--- config.mk ---
export PLATFORM = sky130hd
export DESIGN_NAME = pad_chord_filter_unit
export DESIGN_NICKNAME = d
export VERILOG_FILES = /design/src/rtl/core/pcf_pkg.sv /design/src/rtl/core/pcf_cfg_regs.sv /design/src/rtl/core/pcf_filter_core.sv /design/src/rtl/core/pad_chord_filter_unit.sv
export VERILOG_INCLUDE_DIRS = /design/src /design/src/rtl/core
export SDC_FILE = /design/constraint.sdc
export NUM_CORES = 1
export LEC_CHECK = 0
export ABC_CLOCK_PERIOD_IN_PS = 3510
export BUFFER_PORTS_ARGS = -buffer_cell sky130_fd_sc_hd__buf_2
export CAP_MARGIN = 20
export CORE_UTILIZATION = 51
export CTS_CLUSTER_DIAMETER = 120
export CTS_CLUSTER_SIZE = 10
export DETAILED_ROUTE_END_ITERATION = 10
export PLACE_DENSITY = 0.84
export REMOVE_ABC_BUFFERS = 1
export SLEW_MARGIN = 20
export SYNTH_ARGS = -nofsm -noshare
export SYNTH_HDL_FRONTEND = slang
export SYNTH_SLANG_ARGS = --single-unit
export TNS_END_PERCENT = 1
--- constraint.sdc ---
create_clock -name clk -period 3.51 [get_ports clk]
set_input_delay 0 -clock clk [delete_from_list [all_inputs] [get_ports clk]]
set_output_delay 0 -clock clk [all_outputs]
set_load 0.05 [all_outputs]
--- src/rtl/core/pad_chord_filter_unit_assert.svh ---
// ----------------------------------------------------------------------------
// pad_chord_filter_unit_assert.svh
// Assertion macros used by the chord filter RTL.
// ----------------------------------------------------------------------------
`ifndef PAD_CHORD_FILTER_UNIT_ASSERT_SVH
`define PAD_CHORD_FILTER_UNIT_ASSERT_SVH

// Same-cycle implication, checked outside reset.
`define PCF_ASSERT_NOW(label, ante, cons) \
  label: assert property (@(posedge clk) disable iff (!rst_n) (ante) |-> (cons)) \
    else $error("pad chord filter check failed");

// Next-cycle implication, checked outside reset.
`define PCF_ASSERT_NEXT(label, ante, cons) \
  label: assert property (@(posedge clk) disable iff (!rst_n) (ante) |=> (cons)) \
    else $error("pad chord filter check failed");

`endif

--- src/rtl/core/pcf_pkg.sv ---
// ----------------------------------------------------------------------------
// pcf_pkg
// Widths, register indexes, reset values and bundle types of the chord filter.
// ----------------------------------------------------------------------------
package pcf_pkg;

  localparam int TICK_BITS   = 32;
  localparam int BUTTON_BITS = 16;
  localparam int AXIS_BITS   = 16;
  localparam int CFG_DATA_BITS = 16;
  localparam int CFG_IDX_BITS  = 3;

  localparam logic [BUTTON_BITS-1:0] SELECT_MASK_RESET = BUTTON_BITS'(256);
  localparam logic [BUTTON_BITS-1:0] START_MASK_RESET  = BUTTON_BITS'(512);
  localparam logic [BUTTON_BITS-1:0] L1_MASK_RESET     = BUTTON_BITS'(16);
  localparam logic [15:0]            HOLD_OFF_RESET    = 16'd400;

  typedef enum logic [CFG_IDX_BITS-1:0] {
    REG_ENABLE_FILTER = 3'd0,
    REG_SELECT_MASK   = 3'd1,
    REG_START_MASK    = 3'd2,
    REG_L1_MASK       = 3'd3,
    REG_HOLD_OFF      = 3'd4
  } cfg_reg_t;

  typedef struct packed {
    logic                   enable_filter;
    logic [BUTTON_BITS-1:0] select_mask;
    logic [BUTTON_BITS-1:0] start_mask;
    logic [BUTTON_BITS-1:0] l1_mask;
    logic [15:0]            hold_off_ticks;
  } cfg_t;

  typedef struct packed {
    logic [TICK_BITS-1:0]        tick_now;
    logic                        pad_index;
    logic [BUTTON_BITS-1:0]      buttons;
    logic signed [AXIS_BITS-1:0] left_x;
    logic signed [AXIS_BITS-1:0] left_y;
    logic signed [AXIS_BITS-1:0] right_x;
    logic signed [AXIS_BITS-1:0] right_y;
  } poll_t;

  typedef struct packed {
    logic [BUTTON_BITS-1:0]      buttons;
    logic signed [AXIS_BITS-1:0] left_x;
    logic signed [AXIS_BITS-1:0] left_y;
    logic signed [AXIS_BITS-1:0] right_x;
    logic signed [AXIS_BITS-1:0] right_y;
    logic                        menu_request;
    logic                        chord_swallowed;
  } result_t;

endpackage

--- src/rtl/core/pcf_cfg_regs.sv ---
// ----------------------------------------------------------------------------
// pcf_cfg_regs
// Configuration register file of the chord filter, written by index.
// ----------------------------------------------------------------------------
module pcf_cfg_regs (
  input  logic                                clk,
  input  logic                                rst_n,
  input  logic                                cfg_wr_en,
  input  logic [pcf_pkg::CFG_IDX_BITS-1:0]    cfg_index,
  input  logic [pcf_pkg::CFG_DATA_BITS-1:0]   cfg_wdata,
  output pcf_pkg::cfg_t                       cfg
);

  pcf_pkg::cfg_t cfg_r;
  pcf_pkg::cfg_t cfg_nxt;

  always_comb begin
    cfg_nxt = cfg_r;
    if (cfg_wr_en) begin
      case (cfg_index)
        pcf_pkg::REG_ENABLE_FILTER: cfg_nxt.enable_filter = cfg_wdata[0];
        pcf_pkg::REG_SELECT_MASK:
          cfg_nxt.select_mask = cfg_wdata[pcf_pkg::BUTTON_BITS-1:0];
        pcf_pkg::REG_START_MASK:
          cfg_nxt.start_mask = cfg_wdata[pcf_pkg::BUTTON_BITS-1:0];
        pcf_pkg::REG_L1_MASK:
          cfg_nxt.l1_mask = cfg_wdata[pcf_pkg::BUTTON_BITS-1:0];
        pcf_pkg::REG_HOLD_OFF:      cfg_nxt.hold_off_ticks = cfg_wdata[15:0];
        default: ;
      endcase
    end
  end

  always_ff @(posedge clk) begin
    if (!rst_n) begin
      cfg_r.enable_filter  <= 1'b0;
      cfg_r.select_mask    <= pcf_pkg::SELECT_MASK_RESET;
      cfg_r.start_mask     <= pcf_pkg::START_MASK_RESET;
      cfg_r.l1_mask        <= pcf_pkg::L1_MASK_RESET;
      cfg_r.hold_off_ticks <= pcf_pkg::HOLD_OFF_RESET;
    end else begin
      cfg_r <= cfg_nxt;
    end
  end

  assign cfg = cfg_r;

endmodule

--- src/rtl/core/pcf_filter_core.sv ---
// ----------------------------------------------------------------------------
// pcf_filter_core
// Chord decision logic and the filter state, updated once per poll.
// ----------------------------------------------------------------------------
module pcf_filter_core (
  input  logic             clk,
  input  logic             rst_n,
  input  logic             step_en,
  input  pcf_pkg::cfg_t    cfg,
  input  pcf_pkg::poll_t   poll,
  output pcf_pkg::result_t result
);

  logic [pcf_pkg::TICK_BITS-1:0] hold_off_until_r, hold_off_until_nxt;
  logic                          select_withheld_r, select_withheld_nxt;
  logic                          menu_held_r, menu_held_nxt;

  logic [pcf_pkg::BUTTON_BITS-1:0] menu_keys;
  logic [pcf_pkg::BUTTON_BITS-1:0] scrub_chord;
  logic [pcf_pkg::BUTTON_BITS-1:0] partner;
  logic [pcf_pkg::TICK_BITS-1:0]   window_end;
  logic                            swallow;

  assign menu_keys   = cfg.select_mask | cfg.start_mask;
  assign scrub_chord = cfg.select_mask | cfg.l1_mask;
  assign partner     = cfg.start_mask | cfg.l1_mask;
  // The window end wraps with the tick counter.
  assign window_end  = poll.tick_now +
                       {{(pcf_pkg::TICK_BITS-16){1'b0}}, cfg.hold_off_ticks};

  always_comb begin
    hold_off_until_nxt  = hold_off_until_r;
    select_withheld_nxt = select_withheld_r;
    menu_held_nxt       = menu_held_r;
    swallow             = 1'b0;
    result.buttons         = poll.buttons;
    result.menu_request    = 1'b0;
    result.chord_swallowed = 1'b0;

    if (!cfg.enable_filter || poll.pad_index) begin
      // Pass-through leaves the state alone.
    end else if ((poll.buttons & menu_keys) == menu_keys) begin
      swallow             = 1'b1;
      result.menu_request = !menu_held_r;
      menu_held_nxt       = 1'b1;
      select_withheld_nxt = 1'b0;
      hold_off_until_nxt  = window_end;
    end else begin
      menu_held_nxt = 1'b0;
      if ((poll.buttons & scrub_chord) == scrub_chord) begin
        swallow             = 1'b1;
        select_withheld_nxt = 1'b0;
        hold_off_until_nxt  = window_end;
      end else if (poll.tick_now < hold_off_until_r) begin
        result.buttons = poll.buttons & ~(scrub_chord | menu_keys);
      end else if ((poll.buttons & cfg.select_mask) != '0) begin
        select_withheld_nxt = 1'b1;
        result.buttons      = poll.buttons & ~cfg.select_mask;
      end else if (select_withheld_r && ((poll.buttons & partner) != '0)) begin
        // A late partner rebuilds the chord that the withheld SELECT began.
        swallow             = 1'b1;
        result.menu_request = (poll.buttons & cfg.start_mask) != '0;
        select_withheld_nxt = 1'b0;
        hold_off_until_nxt  = window_end;
      end else if (select_withheld_r) begin
        select_withheld_nxt = 1'b0;
        result.buttons      = poll.buttons | cfg.select_mask;
      end
    end

    if (swallow) begin
      result.buttons = '0;
      result.left_x  = '0;
      result.left_y  = '0;
      result.right_x = '0;
      result.right_y = '0;
    end else begin
      result.left_x  = poll.left_x;
      result.left_y  = poll.left_y;
      result.right_x = poll.right_x;
      result.right_y = poll.right_y;
    end
    result.chord_swallowed = swallow;
  end

  always_ff @(posedge clk) begin
    if (!rst_n) begin
      hold_off_until_r  <= '0;
      select_withheld_r <= 1'b0;
      menu_held_r       <= 1'b0;
    end else if (step_en) begin
      hold_off_until_r  <= hold_off_until_nxt;
      select_withheld_r <= select_withheld_nxt;
      menu_held_r       <= menu_held_nxt;
    end
  end

endmodule

--- src/rtl/core/pad_chord_filter_unit.sv ---
// ----------------------------------------------------------------------------
// pad_chord_filter_unit
// A poll accepted into the input register moves on to the result register, and
// so to the out_ ports, at the first edge that finds the result register free.
// Throughput: one poll per cycle; the input register and the result register
// advance together whenever the result register is empty or being taken.
// Reset (rst_n low, synchronous): pipeline emptied, filter state cleared,
// configuration registers back to their reset values.
// ----------------------------------------------------------------------------
`include "pad_chord_filter_unit_assert.svh"

module pad_chord_filter_unit (
  input  logic                                  clk,
  input  logic                                  rst_n,

  input  logic                                  cfg_wr_en,
  input  logic [pcf_pkg::CFG_IDX_BITS-1:0]      cfg_index,
  input  logic [pcf_pkg::CFG_DATA_BITS-1:0]     cfg_wdata,

  input  logic                                  in_valid,
  output logic                                  in_ready,
  input  logic [pcf_pkg::TICK_BITS-1:0]         in_tick_now,
  input  logic                                  in_pad_index,
  input  logic [pcf_pkg::BUTTON_BITS-1:0]       in_buttons_in,
  input  logic signed [pcf_pkg::AXIS_BITS-1:0]  in_left_x_in,
  input  logic signed [pcf_pkg::AXIS_BITS-1:0]  in_left_y_in,
  input  logic signed [pcf_pkg::AXIS_BITS-1:0]  in_right_x_in,
  input  logic signed [pcf_pkg::AXIS_BITS-1:0]  in_right_y_in,

  output logic                                  out_valid,
  input  logic                                  out_ready,
  output logic [pcf_pkg::BUTTON_BITS-1:0]       out_buttons_out,
  output logic signed [pcf_pkg::AXIS_BITS-1:0]  out_left_x_out,
  output logic signed [pcf_pkg::AXIS_BITS-1:0]  out_left_y_out,
  output logic signed [pcf_pkg::AXIS_BITS-1:0]  out_right_x_out,
  output logic signed [pcf_pkg::AXIS_BITS-1:0]  out_right_y_out,
  output logic                                  out_menu_request,
  output logic                                  out_chord_swallowed
);

  pcf_pkg::cfg_t    cfg;
  pcf_pkg::poll_t   poll_r;
  pcf_pkg::result_t core_result;
  pcf_pkg::result_t result_r;
  logic             poll_valid_r;
  logic             out_valid_r;
  logic             advance;
  logic             step_en;
  logic             out_fields_zero;

  pcf_cfg_regs u_cfg_regs (
    .clk       (clk),
    .rst_n     (rst_n),
    .cfg_wr_en (cfg_wr_en),
    .cfg_index (cfg_index),
    .cfg_wdata (cfg_wdata),
    .cfg       (cfg)
  );

  pcf_filter_core u_filter_core (
    .clk     (clk),
    .rst_n   (rst_n),
    .step_en (step_en),
    .cfg     (cfg),
    .poll    (poll_r),
    .result  (core_result)
  );

  // The result register loads when it is empty or its request is being taken.
  assign advance  = !out_valid_r || out_ready;
  assign step_en  = poll_valid_r && advance;
  assign in_ready = !poll_valid_r || advance;

  always_ff @(posedge clk) begin
    if (!rst_n) begin
      poll_valid_r <= 1'b0;
      out_valid_r  <= 1'b0;
    end else begin
      if (in_ready) begin
        poll_valid_r <= in_valid;
      end
      if (advance) begin
        out_valid_r <= poll_valid_r;
      end
    end
  end

  always_ff @(posedge clk) begin
    if (in_valid && in_ready) begin
      poll_r.tick_now  <= in_tick_now;
      poll_r.pad_index <= in_pad_index;
      poll_r.buttons   <= in_buttons_in;
      poll_r.left_x    <= in_left_x_in;
      poll_r.left_y    <= in_left_y_in;
      poll_r.right_x   <= in_right_x_in;
      poll_r.right_y   <= in_right_y_in;
    end
    if (step_en) begin
      result_r <= core_result;
    end
  end

  assign out_valid           = out_valid_r;
  assign out_buttons_out     = result_r.buttons;
  assign out_left_x_out      = result_r.left_x;
  assign out_left_y_out      = result_r.left_y;
  assign out_right_x_out     = result_r.right_x;
  assign out_right_y_out     = result_r.right_y;
  assign out_menu_request    = result_r.menu_request;
  assign out_chord_swallowed = result_r.chord_swallowed;

  assign out_fields_zero = (out_buttons_out == '0) && (out_left_x_out == '0) &&
                           (out_left_y_out == '0) && (out_right_x_out == '0) &&
                           (out_right_y_out == '0);

  // A menu request only comes with a swallowed poll.
  `PCF_ASSERT_NOW(a_menu_implies_swallow, out_valid && out_menu_request, out_chord_swallowed)
  // A swallowed poll carries no buttons and centered axes.
  `PCF_ASSERT_NOW(a_swallow_is_empty, out_valid && out_chord_swallowed, out_fields_zero)
  // With no result waiting, the input side never stalls.
  `PCF_ASSERT_NOW(a_ready_when_drained, !out_valid, in_ready)
  // A poll that steps the filter core is always valid in the result register in the following cycle.
  `PCF_ASSERT_NEXT(a_poll_advances, step_en, out_valid)

endmodule
==> run summary, run 1 <==
Wire length per cell = 18.9 um
Standard-cell row count = 57
Die ar. = 25700 um^2
Worst Clk Skew = 0.0184 ns
Leak = 0.00622 uW
DRC = 0
WP data required = 3.87 ns
Ys flop type = edfxtp_1
Pre-antenna DRT Iters = 5
Peak VDD IR = 0.395 mV
Cells after Synth = 1112
Die Wd = 160 um
Worst-Margin Slew = 1.07 ns
Final Non-Filler Cells = 1819
Post-route cell area = 16600 um^2
Die height = 160 um
Clock transition at path regs = 0.05 ns
Relative slew slack = 29.0%
Cell Area, Synth = 12800 um^2
Yosys warnings = 0
TritonCTS clock tree = done
EDFF count, synth = 195
Number of buffers created by CTS = 35
Placed insts = 1624
Yosys cell types = 69
Metal3 WL = 2430 um
Initial antenna violation count = 0
Max-Cap Viols = 0
Status = completed
#FFs+latches synth = 296
CORE AREA = 24500 um^2
Grt ovf = 0
Initial DRC count = 889
Post-CTS setup buffer count = 0
Clock Tree Buf Depth = 3
Clock sink count = 296
Final Hold Viols = 0
Starting Density = 52.2%
CP delay by family, top = compound AO/OA/AOI/OAI gates
Uppermost layer routed = met4
Hold slack = 0.198 ns
Hpwl dp = 22100 um
Clk Latency, worst-skew pair = 0.51 ns
Crit path kind = reg2reg
Worst path bufs/invs = 1
Hold WC Path Type = in2reg
Number of global-route vias before repair = 10100
Via count = 9962
Vias per Instance = 5.48
Fin crit share = 85.6%
Ports = 221
CP max stage cell = nand3_1
Placer Congestion = 0.941
Total wire length = 34400 um
Final core area utilization = 67.7%
Tmin final = 3.01 ns
Syn Area/Cell = 11.5 um^2
Depth of the CTS H-tree = 2
Final slew viol count = 0
Endpoint class of the critical path = flip-flop
Setup repair after global routing missed its margin = no
Antenna Diode Count = 0
Port Buf Inserts = 220
Post-Place Cell Area = 14200 um^2
Share of post-route cells with drive strength above 1 = 20.0%
Antenna Nets Post-Route = 0
Arrival time at the worst endpoint = 3.37 ns
Post-layout nets = 1661
Synth async-reset ratio = 0%
Area added between synthesis and finish = 29.7%
Total power = 8070 uW
Met1 wire length = 14400 um
First-pass GRT wire length = 54200 um
Critical path fanouts, max = 19
Worst setup SP type = flip-flop
Largest stage delay, worst path = 0.43 ns
Achievable Freq = 0.333 GHz
Met2 wire length = 16500 um
Seq/Total Area, Yosys = 61.7%
Endpoints failing setup = 0
Largest net degree at the start of global routing = 83
Clk root buf = clkbuf_16
Tot GR Track Use = 27.0%
PwrDens = 487 nW/um^2
Crit-path cells = ha_1 -> a211oi_1 -> o21ai_1 -> a41o_1 -> a31oi_1 -> o21a_2 -> o21ai_2 -> buf_4 -> nand3_1 -> o2bb2ai_1
[Yosys cell counts (3+ instances only)]
cell	n	area (um^2)
a211oi_1	3	22.5
a21o_1	10	75.1
a21oi_1	111	556
a221oi_1	7	61.3
a22o_1	7	61.3
a311oi_1	7	61.3
a31oi_1	5	31.3
and2_0	3	18.8
and2_1	80	500
and3_1	4	25.0
and4_1	4	35.0
buf_2	7	35.0
clkbuf_1	29	109
clkbuf_8	3	41.3
dfxtp_1	101	2020
edfxtp_1	195	5860
ha_1	47	588
inv_1	39	146
mux2i_1	12	120
nand2_1	157	589
nand3_1	15	75.1
nand4_1	9	56.3
nor2_1	68	255
nor2b_1	6	37.5
nor3_1	23	115
nor3b_1	3	22.5
nor4_1	19	119
o2111ai_1	4	35.0
o21ai_0	26	130
o21bai_1	13	97.6
o22ai_1	8	50.1
o2bb2ai_1	11	96.3
xnor2_1	24	210
xor2_1	6	52.6
[sequential cells by signal, indices dropped and copies added (netlist names)]
name and cells:
poll_r 113, u_cfg_regs.cfg 65, u_filter_core.hold_off_until_r 32, out_buttons_out 16
out_left_x_out 16, out_left_y_out 16, out_right_x_out 16, out_right_y_out 16
out_chord_swallowed 1, out_menu_request 1, out_valid 1, poll_valid_r 1
u_filter_core.menu_held_r 1, u_filter_core.select_withheld_r 1
[final cells by class]
type / instances / area (um^2)
clock buffer: 54 / 990
clock inverter: 2 / 25.0
fill: 1753 / 7900
inverter: 40 / 150
multi-input combinational: 734 / 4540
sequential: 296 / 7880
tap: 324 / 405
timing repair buffer: 369 / 2580
[cells in the final DEF, fill, tap and decap left out, types with 5 or more instances in the layout]
cell / Yosys / final
o22ai_1: 8 / 8
inv_1: 39 / 38
nor4_1: 19 / 19
nor2_1: 68 / 68
dfxtp_1: 101 / 101
o2bb2ai_1: 11 / 11
xor2_1: 6 / 6
and2_1: 80 / 78
edfxtp_1: 195 / 195
o21ai_0: 26 / 26
o21bai_1: 13 / 13
clkbuf_16: 0 / 37
xnor2_1: 24 / 24
nand3_1: 15 / 15
a311oi_1: 7 / 7
a221oi_1: 7 / 7
a21oi_1: 111 / 111
nor3_1: 23 / 23
a31oi_1: 5 / 5
a22o_1: 7 / 7
mux2i_1: 12 / 12
clkbuf_1: 29 / 17
ha_1: 47 / 47
a21o_1: 10 / 10
buf_4: 0 / 9
nand4_1: 9 / 9
dlygate4sd3_1: 0 / 139
nand2_1: 157 / 156
nor2b_1: 6 / 6
buf_2: 7 / 220
[through the flow]
| stage | setup slack, ns | setup TNS, ns |
|---|---|---|
| global route | 0.259 | 0 |
| floorplan | -0.727 | -88.41 |
| global placement | 0.470 | 0 |
| CTS | 0.483 | 0 |
| finish | 0.505 | 0 |
| detailed placement | 0.496 | 0 |
[repair_timing]
action / in CTS / in global routing
hold buffers: 139 / 0
endpoints found under the hold margin: 181 / 0
endpoints found under the setup margin: 0 / 0
resized for setup: 0 / 0
[cells by family (layout without fill, tap and decap cells)]
kind of cell             Yosys count  after routing  synth area share [%]
flip-flops                       296            296                  61.7
XOR/XNOR                          30             30                  2.06
multiplexers                      12             12                 0.940
AO/OA/AOI/OAI                    236            236                  12.1
adder cells (fa/ha/maj)           48             48                  4.76
AND/OR/NAND/NOR                  408            408                  15.6
buffers and inverters             82            465                  2.86
[worst reg2reg max path: cells and delay by family, from the launching register on]
family                   cells  cell delay, ns
buffers and inverters        1            0.23
AND/OR/NAND/NOR              1            0.44
flip-flops                   1            0.42
adder cells (fa/ha/maj)      1            0.33
AO/OA/AOI/OAI                7            1.45
[power by group]
| part | internal [uW] | switching, uW | total [uW] | leakage (uW) |
|---|---|---|---|---|
| Combinational | 332 | 498 | 830 | 0.00304 |
| Clock | 1930 | 1340 | 3270 | 0.000487 |
| Sequential | 3880 | 93.1 | 3970 | 0.00269 |
[routing by layer]
layer | GRT usage [%] | vias to the layer above
met3 | 4.10 | 71
met1 | 35.3 | 4739
li1 | - | 4730
met2 | 45.9 | 422
met5 | 0 | -
met4 | 9.26 | 0
[path summary, 6_finish.rpt]
check	start	end	slack (ns)	cells after the start
max	poll_r[83]	u_filter_core.hold_off_until_r[14]	0.50	10
min reg2reg	u_cfg_regs.cfg[64]	u_cfg_regs.cfg[64]	0.45	2
min	in_tick_now[1]	poll_r[82]	0.20	2
max reg2reg	poll_r[83]	u_filter_core.hold_off_until_r[14]	0.50	10
Note: power is estimated with default switching activity, not from simulation.
==> run 2, diff against run 1 <==
- CORE_MARGIN: default -> 2
- GPL_TIMING_DRIVEN: default -> 0
==> run summary, run 2 (synthesis results as in run 1) <==
Status = completed
Reg power frac = 49.0%
Clk pwr share = 40.5%
Depth of the CTS H-tree = 2
CORE AREA = 24500 um^2
Final Non-Filler Cells = 1821
Vias per Instance = 5.50
Initial antenna violation count = 0
Crit path kind = reg2reg
Ports = 221
Sw frac = 23.4%
Clock sink count = 296
Leak = 0.00627 uW
CP max stage cell = o21ai_4
Largest register FFs = 113
Clk root buf = clkbuf_16
Final slew viol count = 0
Share of post-route cells with drive strength above 1 = 20.3%
Die ar. = 26300 um^2
Antenna Nets Post-Route = 0
Port Buf Inserts = 220
Die Wd = 162 um
Worst-Margin Slew = 1.06 ns
P_sw = 1890 uW
Commonest cells after routing, fill and taps aside = 220 x buf_2, 195 x edfxtp_1, 156 x nand2_1
Number of global-route vias before repair = 9861
Post-Place Cell Area = 14200 um^2
PwrDens = 485 nW/um^2
Final TNS setup = 0 ns
Wire length per cell = 18.9 um
Worst setup SP type = flip-flop
Largest net degree at the start of global routing = 74
Total wire length = 34400 um
Setup repair after global routing missed its margin = yes
Post-route cell area = 16700 um^2
Grt ovf = 0
Antenna Diode Count = 0
Pre-antenna DRT Iters = 5
Standard-cell row count = 57
Largest stage delay, worst path = 0.55 ns
Endpoint class of the critical path = flip-flop
Die height = 162 um
WP data required = 3.72 ns
Worst Clk Skew = 0.0237 ns
Achievable Freq = 0.302 GHz
TritonCTS clock tree = done
Clock transition at path regs = 0.05 ns
Commonest non-fill, non-tap cell in the layout = buf_2
Crit-path cells = a22o_1 -> a221oi_1 -> and4_1 -> nand3b_1 -> o21ai_4 -> nand2_4 -> buf_12 -> inv_2 -> nor4_1
Pint = 6210 uW
DRC = 0
Clock Tree Buf Depth = 3
Post-layout nets = 1658
Final core area utilization = 68.3%
Relative slew slack = 29.4%
Endpoints failing setup = 0
Max-Cap Viols = 0
Largest register by flop count = poll_r
Peak VDD IR = 0.409 mV
Via count = 10000
Tot GR Track Use = 25.8%
Fin crit share = 94.3%
Initial DRC count = 879
Tmin final = 3.31 ns
Arrival time at the worst endpoint = 3.53 ns
Area added between synthesis and finish = 30.8%
Placer Congestion = 0.916
Critical path fanouts, max = 54
Combinational share of power = 10.5%
First-pass GRT wire length = 52900 um
Final Hold Viols = 0
Clk Latency, worst-skew pair = 0.50 ns
Placed insts = 1619
Starting Density = 52.2%
Hpwl dp = 22300 um
Number of buffers created by CTS = 35
Hold WC Path Type = in2reg
run 2: changes by cell type in the layout (fill, tap and decap cells not counted), sizes merged:
cell,previous run,this run
clkinv,1,0
clkbuf,54,61
inv,41,40
o21ai,30,31
dlygate4sd3,139,137
buf,230,228
run 2: final timing paths:
kind / from / to / slack, ns / cells past startpoint
setup / recovery: poll_r[70] / out_buttons_out[0] / 0.20 / 9
hold / removal: cfg_wr_en / u_cfg_regs.cfg[64] / 0.06 / 4
setup reg to reg: poll_r[70] / out_buttons_out[0] / 0.20 / 9
hold reg to reg: u_filter_core.hold_off_until_r[30] / u_filter_core.hold_off_until_r[30] / 0.46 / 1
run 2: per-stage QoR:
step           setup WS [ns]  power [uW]  hold WS, ns
2_1_floorplan         -0.727        4460       0.0718
3_3_place_gp           -1.39        4700        0.176
3_5_place_dp          -0.384        4730        0.178
4_1_cts               0.0104        8130       0.0291
5_1_grt              -0.0179        8380       0.0864
6_report               0.199        8100       0.0623
run 2: critical path: cells and delay by family, from the launching register on:
kind / cells / cell delay [ns]
AO/OA/AOI/OAI: 3 / 1.11
buffers and inverters: 2 / 0.50
flip-flops: 1 / 0.50
AND/OR/NAND/NOR: 4 / 0.90
run 2: per-layer routing:
layer	global-route usage [%]	share of wire, %	vias up
met3	3.93	7.9	59
li1	-	-	4734
met2	45.3	49	477
met5	0	0	-
met4	7.00	2.2	0
met1	33.4	41	4750
run 2: what timing repair did:
item                       4_1_cts  5_1_grt
setup endpoints to repair       81       30
pin swaps                        0        2
resized for setup                4        6
setup buffers                    0        3
gates cloned                     0        1
hold endpoints to repair       185        0
hold buffers                   137        0
run 2: power by group through the flow:
| stage | registers, uW | clock network, uW | logic (uW) |
|---|---|---|---|
| 6_report | 3970 | 3290 | 850 |
| 4_1_cts | 3960 | 3340 | 826 |
| 5_1_grt | 3980 | 3490 | 913 |
| 2_1_floorplan | 4160 | 0 | 299 |
| 3_3_place_gp | 4040 | 0 | 661 |
| 3_5_place_dp | 4030 | 0 | 694 |
run 2: final cells by class:
type,count,area [um^2]
Sequential cell,296,7880
Fill cell,1723,7760
Multi-Input combinational cell,735,4620
Timing Repair Buffer,365,2610
Clock buffer,61,1040
Tap cell,324,405
Inverter,40,153
